### src/design/assert_macros.svh
// Assertion macros shared by the zone bitmap allocator RTL.
`ifndef ASSERT_MACROS_SVH
`define ASSERT_MACROS_SVH

// Clocked assertion that is switched off while reset is held.
`define ZBA_ASSERT(label, clk, rst, prop, msg) \
  label: assert property (@(posedge clk) disable iff (rst) prop) else $error(msg);

// Clocked assertion that is checked on every edge, reset included.
`define ZBA_ASSERT_ALWAYS(label, clk, prop, msg) \
  label: assert property (@(posedge clk) prop) else $error(msg);

`endif

### src/design/zba_word_unit.sv
// Shared word unit: full test, first clear bit search and bit set or clear.
module zba_word_unit #(
  parameter int WORD_BITS = 32
) (
  input  logic [WORD_BITS-1:0]         word,
  input  logic [$clog2(WORD_BITS)-1:0] bit_idx,
  output logic                         all_ones,
  output logic [$clog2(WORD_BITS)-1:0] first_zero,
  output logic [WORD_BITS-1:0]         set_word,
  output logic [WORD_BITS-1:0]         clr_word,
  output logic                         bit_val
);

  localparam int BIT_W = $clog2(WORD_BITS);

  // A word with no clear bit is skipped by the scan.
  assign all_ones = &word;

  // Lowest clear bit; scanning downward lets the lowest one win.
  always_comb begin
    first_zero = '0;
    for (int i = WORD_BITS - 1; i >= 0; i--) begin
      if (!word[i]) begin
        first_zero = BIT_W'(i);
      end
    end
  end

  // Word with the found bit marked as used.
  assign set_word = word | (WORD_BITS'(1) << first_zero);

  // Word with the addressed bit released, and that bit's old value.
  assign clr_word = word & ~(WORD_BITS'(1) << bit_idx);
  assign bit_val  = word[bit_idx];

endmodule

### config.mk
export PLATFORM = sky130hd
export DESIGN_NAME = zba_word_unit
export DESIGN_NICKNAME = d
export VERILOG_FILES = /design/src/design/assert_macros.svh /design/src/design/zba_word_unit.sv
export SDC_FILE = /design/constraint.sdc
export NUM_CORES = 1
export LEC_CHECK = 0
export BUFFER_PORTS_ARGS = -buffer_cell sky130_fd_sc_hd__buf_2
export CAP_MARGIN = 15
export CORE_MARGIN = 3
export CORE_UTILIZATION = 45
export DETAILED_ROUTE_END_ITERATION = 16
export PLACE_DENSITY_LB_ADDON = 0.05
export SLEW_MARGIN = 15
export SYNTH_ARGS = -nofsm -noshare
export SYNTH_HDL_FRONTEND = slang
export SYNTH_SLANG_ARGS = --single-unit
### constraint.sdc
create_clock -name vclk -period 4.9
set_input_delay 0.49 -clock vclk [all_inputs]
set_output_delay 0.49 -clock vclk [all_outputs]
set_load 0.005 [all_outputs]
==> reports/results.tsv, run 1 <==
metric	value	unit
drtIter0Drc	238	
grt_pass1_wl	9930	um
synthesis.area	0.00151	mm^2
synth_top_area_share	8.70	%
min_from	word[31]	
grt_pass1_vias	2002	
dr_wl_met3	612	um
place_area	0.00202	mm^2
min_period	3.05	ns
fin_hold_ws	1.33	ns
num-fill-cells	322	
finalSetupViolCount	0	
vias	2193	
yosys_warnings	0	
hold_viol_final	0	
critPathCaptureType	output port	
min_path_cells	3	
critPathTopFamily	simple AND/OR/NAND/NOR gates	
die-area	0.00409	mm^2
synth.net_count	251	
setup_ws	1.85	ns
crit_required	4.41	ns
postCtsResizedCells	0	
worstMarginPinSlew	0.915	ns
min_path_type	in -> out	
crit_path_max_incr_delay	0.61	ns
postCtsSetupRepairBufs	0	
finalWeightedCongestion	0.964	
crit_top_cell	buf_2	
synth_cells	214	
wl_met2	2940	um
wl	6090	um
finalSetupTns	0	ns
start_util	48.3	%
synth_area_leader_cell	mux4_1	
area_delta_synth_final	34.1	%
powerDensity	81.4	mW/mm^2
slew_violations	0	
grt.overflow.total	0	
p_leak	0.891	nW
diodes	0	
grt_usage	29.3	%
finalNetCount	347	
drtAntennaViolNets	0	
max-cap-violations	0	
finalCritPeriodShare	62.3	%
relSlewSlack	38.9	%
rows	20	
final_cell_area	0.00202	mm^2
clock.fmax	328	MHz
critPathKind	in -> out	
path_cells	buf_2 -> nand2_1 -> or3_1 -> a21oi_1 -> o22a_1 -> nor2b_1 -> or2_2 -> buf_2	
cp_num_cells	8	
synthDistinctLibCells	40	
ir_drop	0.0000542	V
drc	0	
rsz0062_at_grt	no	
ys_seq_area_share	0	%
crit_buf_inv	2	
hold_end	set_word[31]	
status	complete, no violations	
io_buffers	107	
cp.arrival	2.56	ns
ios	108	
cts_hold_buf	0	
drt-pass1-iter-count	5	
grt_max_degree	23	
start_kind	primary input	
synth_area_leaders	mux4_1, a21boi_0, mux4_2, a31o_2, nand2_1	
antenna_found_initial	0	
vias_per_cell	6.23	
nClkBuffers	0	
regArea	0	um^2
cp_max_fo	22	
drive_gt1_share	42.2	%
die_y	63.9	um
top_layer_used	met4	
core_area	0.00313	mm^2
dp_worst_setup_slack	1.88	ns
hpwl	4840	um
drt-met1-wl	2540	um
critPathSlowestCell	o22a_1	
die_x	63.9	um
seq_cell_count	0	
syn_avg_cell_area	7.06	um^2
wl_per_cell	17.3	um
-- kinds of logic (layout without fill, tap and decap cells) --
group,Yosys count,in the layout,share of synthesized area [%]
other,1,1,0.248
and+or+nand+nor,99,99,33.4
buffers and inverters,18,112,6.30
muxes,11,11,16.9
AOI/OAI and AO/OA,85,85,43.2
-- worst max path at each step --
stage	start	to	slack, ns
6_report	word[14]	set_word[3]	1.85
5_1_grt	word[10]	set_word[3]	1.71
4_1_cts	word[14]	set_word[3]	1.88
3_5_place_dp	word[14]	set_word[3]	1.88
3_3_place_gp	word[14]	set_word[3]	1.86
2_1_floorplan	bit_idx[1]	bit_val	2.38
-- power breakdown --
part / total (mW) / leakage [nW] / switching [mW] / internal [mW]
combinational: 0.165 / 0.891 / 0.0905 / 0.0742
clock: 0 / 0 / 0 / 0
sequential: 0 / 0 / 0 / 0
-- per-stage QoR --
| step | util (%) | total power, mW | cells |
|---|---|---|---|
| floorplan | - | 0.0888 | 214 |
| global placement | 64.7 | 0.161 | 352 |
| detailed placement | 64.7 | 0.162 | 352 |
| CTS | 64.7 | 0.163 | 352 |
| global route | 64.7 | 0.180 | 352 |
| finish | 64.7 | 0.165 | 352 |
-- final cells by class --
class                           instances  area, um^2  area share, %
Multi-Input combinational cell        196        1420           69.9
Inverter                                5        18.8          0.927
Tap cell                               44        55.1           2.72
Timing Repair Buffer                  107         536           26.5
-- Yosys cell counts (3+ instances only) --
master	count
nand2_1	25
nor2_1	19
a21boi_0	15
a31o_2	12
nand2b_1	11
nand4_1	11
o21a_1	11
o21bai_1	10
a21oi_1	9
nand3_1	8
clkbuf_1	6
nor3_1	6
inv_1	5
mux4_1	5
mux4_2	5
a21o_1	4
a31oi_1	4
buf_2	4
nand3b_1	4
nor2b_1	4
nor3b_1	4
o21ai_0	4
o31a_1	4
a41o_1	3
-- cells in the final DEF, fill, tap and decap left out, types with 2 or more instances in the layout --
master,netlist,routed
o31ai_1,2,2
o21bai_1,10,10
a21boi_0,15,15
mux4_2,5,5
a41o_1,3,3
o2111ai_1,2,2
o21ai_0,4,4
nor2_1,19,19
buf_2,4,107
o31a_1,4,4
nor3_1,6,6
o21a_1,11,11
and2_1,2,2
a31oi_1,4,4
inv_1,5,5
nand2b_1,11,11
nand3b_1,4,4
a31o_2,12,12
mux4_1,5,5
or2_2,2,2
nor2b_1,4,4
nand3_1,8,8
nand4_1,11,11
nor3b_1,4,4
nand2_1,25,25
a21oi_1,9,9
a21o_1,4,4
o31ai_2,2,2
-- routing by layer --
metal	vias to the layer above	track usage [%]
met5	-	0
met2	147	50.7
met1	1013	41.1
li1	1031	-
met3	2	1.93
met4	0	2.43
Note: power is estimated with default switching activity, not from simulation.
==> inputs of run 2 (changes only) <==
--- a/config.mk
+++ b/config.mk
@@ -5,10 +5,11 @@
 export SDC_FILE = /design/constraint.sdc
 export NUM_CORES = 1
 export LEC_CHECK = 0
+export ABC_AREA = 1
 export BUFFER_PORTS_ARGS = -buffer_cell sky130_fd_sc_hd__buf_2
 export CAP_MARGIN = 15
 export CORE_MARGIN = 3
-export CORE_UTILIZATION = 45
+export CORE_UTILIZATION = 43
 export DETAILED_ROUTE_END_ITERATION = 16
 export PLACE_DENSITY_LB_ADDON = 0.05
 export SLEW_MARGIN = 15
==> constraint.sdc (replaced) <==
create_clock -name vclk -period 2.9
set_input_delay 0.29 -clock vclk [all_inputs]
set_output_delay 0.29 -clock vclk [all_outputs]
set_load 0.005 [all_outputs]
==> reports/results.tsv, run 2 <==
metric	value	unit	change
clock.fmax	347	MHz	
drt-pass1-iter-count	5		unchanged
dp.cells	438		was 352
grt_pass1_wl	10400	um	was 9930 um
die_y	63.4	um	was 63.9 um
seqPwrFrac	0	%	about the same
finalSetupViolCount	0		unchanged
finalSetupTns	0	ns	unchanged
crit_required	2.61	ns	was 4.41 ns
wl_per_cell	14.7	um	was 17.3 um
final_cells	445		was 352
slew_violations	0		unchanged
synthesis.area	0.00142	mm^2	was 0.00151 mm^2
min_path_cells	4		was 3
synth_area_leader_cell	nand2_1		was mux4_1
synth_fa_ha_area_share	0	%	unchanged
post-route-util	70.0	%	was 64.7%
layout_common_cells	buf_2, nand2_1, inv_1		was buf_2, nand2_1, nor2_1
multi_input_area	0.00123	mm^2	was 0.00142 mm^2
synth.net_count	332		was 251
antenna_found_initial	0		unchanged
hpwl	5120	um	was 4840 um
critPathKind	in -> out		unchanged
finalWeightedCongestion	0.986		was 0.964
crit_top_cell	nand2_1		was buf_2
ios	108		unchanged
drt-met1-wl	2700	um	was 2540 um
drive_gt1_share	37.2	%	was 42.2%
cp.arrival	2.59	ns	was 2.56 ns
hold_viol_final	0		unchanged
grt_pass1_vias	2070		was 2002
nClkBuffers	0		unchanged
swShare	58.9	%	was 55.0%
powerDensity	132	mW/mm^2	was 81.4 mW/mm^2
cp_max_fo	4		was 22
synth_mux_area_share	0	%	was 16.9%
top_layer_used	met4		unchanged
ys_seq_area_share	0	%	unchanged
synth_top_area_share	18.3	%	was 8.70%
yosysMostFrequentCell	nand2_1		unchanged
die_x	63.4	um	was 63.9 um
max-cap-violations	0		unchanged
synthDistinctLibCells	26		was 40
num-fill-cells	316		was 322
syn_avg_cell_area	4.81	um^2	was 7.06 um^2
cts_hold_buf	0		unchanged
ys_top_cells_by_count	nand2_1, inv_1, nand3_1, o21ai_0, nor2_1		was nand2_1, nor2_1, a21boi_0
p_leak	1.19	nW	was 0.891 nW
finalNetCount	440		was 347
core_area	0.00310	mm^2	was 0.00313 mm^2
drtAntennaViolNets	0		unchanged
regArea	0	um^2	unchanged
io_buffers	107		unchanged
clkPwrFrac	0	%	about the same
rsz0062_at_grt	yes		was no
synth_area_leaders	nand2_1, inv_1, nand3_1, o21ai_0, nor2_1		was mux4_1, a21boi_0, mux4_2, a31o_2, nand2_1
yosys_warnings	0		unchanged
dp_worst_setup_slack	0.0965	ns	was 1.88 ns
fin_hold_ws	0.845	ns	was 1.33 ns
critPathSlowestCell	nor2_4		was o22a_1
drc	0		unchanged
grt_usage	30.7	%	was 29.3%
min_path_type	in -> out		unchanged
final_cell_area	0.00217	mm^2	was 0.00202 mm^2
synth_top_family_by_area	simple AND/OR/NAND/NOR gates		was compound AO/OA/AOI/OAI gates
finalCritPeriodShare	99.4	%	
synth_compound_area_share	31.7	%	was 43.2%
relSlewSlack	49.5	%	was 38.9%
min_period	2.88	ns	
wl	6550	um	was 6090 um
status	complete, no violations		unchanged
power.switching	169	uW	was 90.5 uW
yosys.area_share.simple	47.3	%	was 33.4%
synthXorXnorAreaFrac	0	%	unchanged
grt.overflow.total	0		unchanged
place_area	0.00198	mm^2	was 0.00202 mm^2
synth_cells	295		was 214
grt_max_degree	20		was 23
vias_per_cell	5.54		was 6.23
seq_cell_count	0		unchanged
critPathCaptureType	output port		unchanged
rows	20		unchanged
dr_wl_met3	701	um	was 612 um
start_kind	primary input		unchanged
power	287	uW	was 165 uW
crit_path_max_incr_delay	0.19	ns	was 0.61 ns
setup_ws	0.0165	ns	was 1.85 ns
diodes	0		unchanged
p_comb_share	100.0	%	about the same
worstMarginPinSlew	0.755	ns	was 0.915 ns
area_delta_synth_final	53.1	%	was 34.1%
ir_drop	0.0000956	V	was 0.0000542 V
die-area	0.00402	mm^2	was 0.00409 mm^2
intPower	118	uW	was 74.2 uW
mostFrequentLayoutCell	buf_2		unchanged
drtIter0Drc	259		was 238
start_util	45.7	%	was 48.3%
vias	2464		was 2193
wl_met2	3100	um	was 2940 um
==> run 2: cells by family (layout without fill, tap and decap cells) <==
kind of cell	Yosys count	count (layout)
AOI/OAI and AO/OA	75	75
other	1	1
and+or+nand+nor	145	145
buffers and inverters	74	180
==> run 2: layout make-up <==
class,instances,share of cell area (%)
multi-input cells,221,56.6
well taps,44,2.54
repair buffers,120,30.3
inverters,60,10.6
==> run 2: power groups by stage <==
| stage | Clock, mW | Combinational, mW | Sequential, mW |
|---|---|---|---|
| 6_report | 0 | 0.287 | 0 |
| 3_5_place_dp | 0 | 0.260 | 0 |
| 4_1_cts | 0 | 0.261 | 0 |
| 3_3_place_gp | 0 | 0.259 | 0 |
| 5_1_grt | 0 | 0.318 | 0 |
| 2_1_floorplan | 0 | 0.135 | 0 |
==> run 2: worst paths after layout <==
kind | startpoint | to
max | word[31] | set_word[25]
min | word[31] | set_word[31]
==> run 2: worst max-delay path, delay by kind of cell <==
family,cells,cell delay (ns)
buffers and inverters,3,0.26
and+or+nand+nor,34,2.00
==> run 2: timing repair <==
item,CTS,global route
setup buffers,0,7
endpoints found under the setup margin,0,31
gates resized for setup,0,37
==> run 2: metal layers <==
layer | global-route usage [%] | vias up
li1 | - | 1190
met1 | 45.5 | 1096
met2 | 50.2 | 170
met3 | 1.96 | 8
met4 | 2.70 | 0
met5 | 0 | -
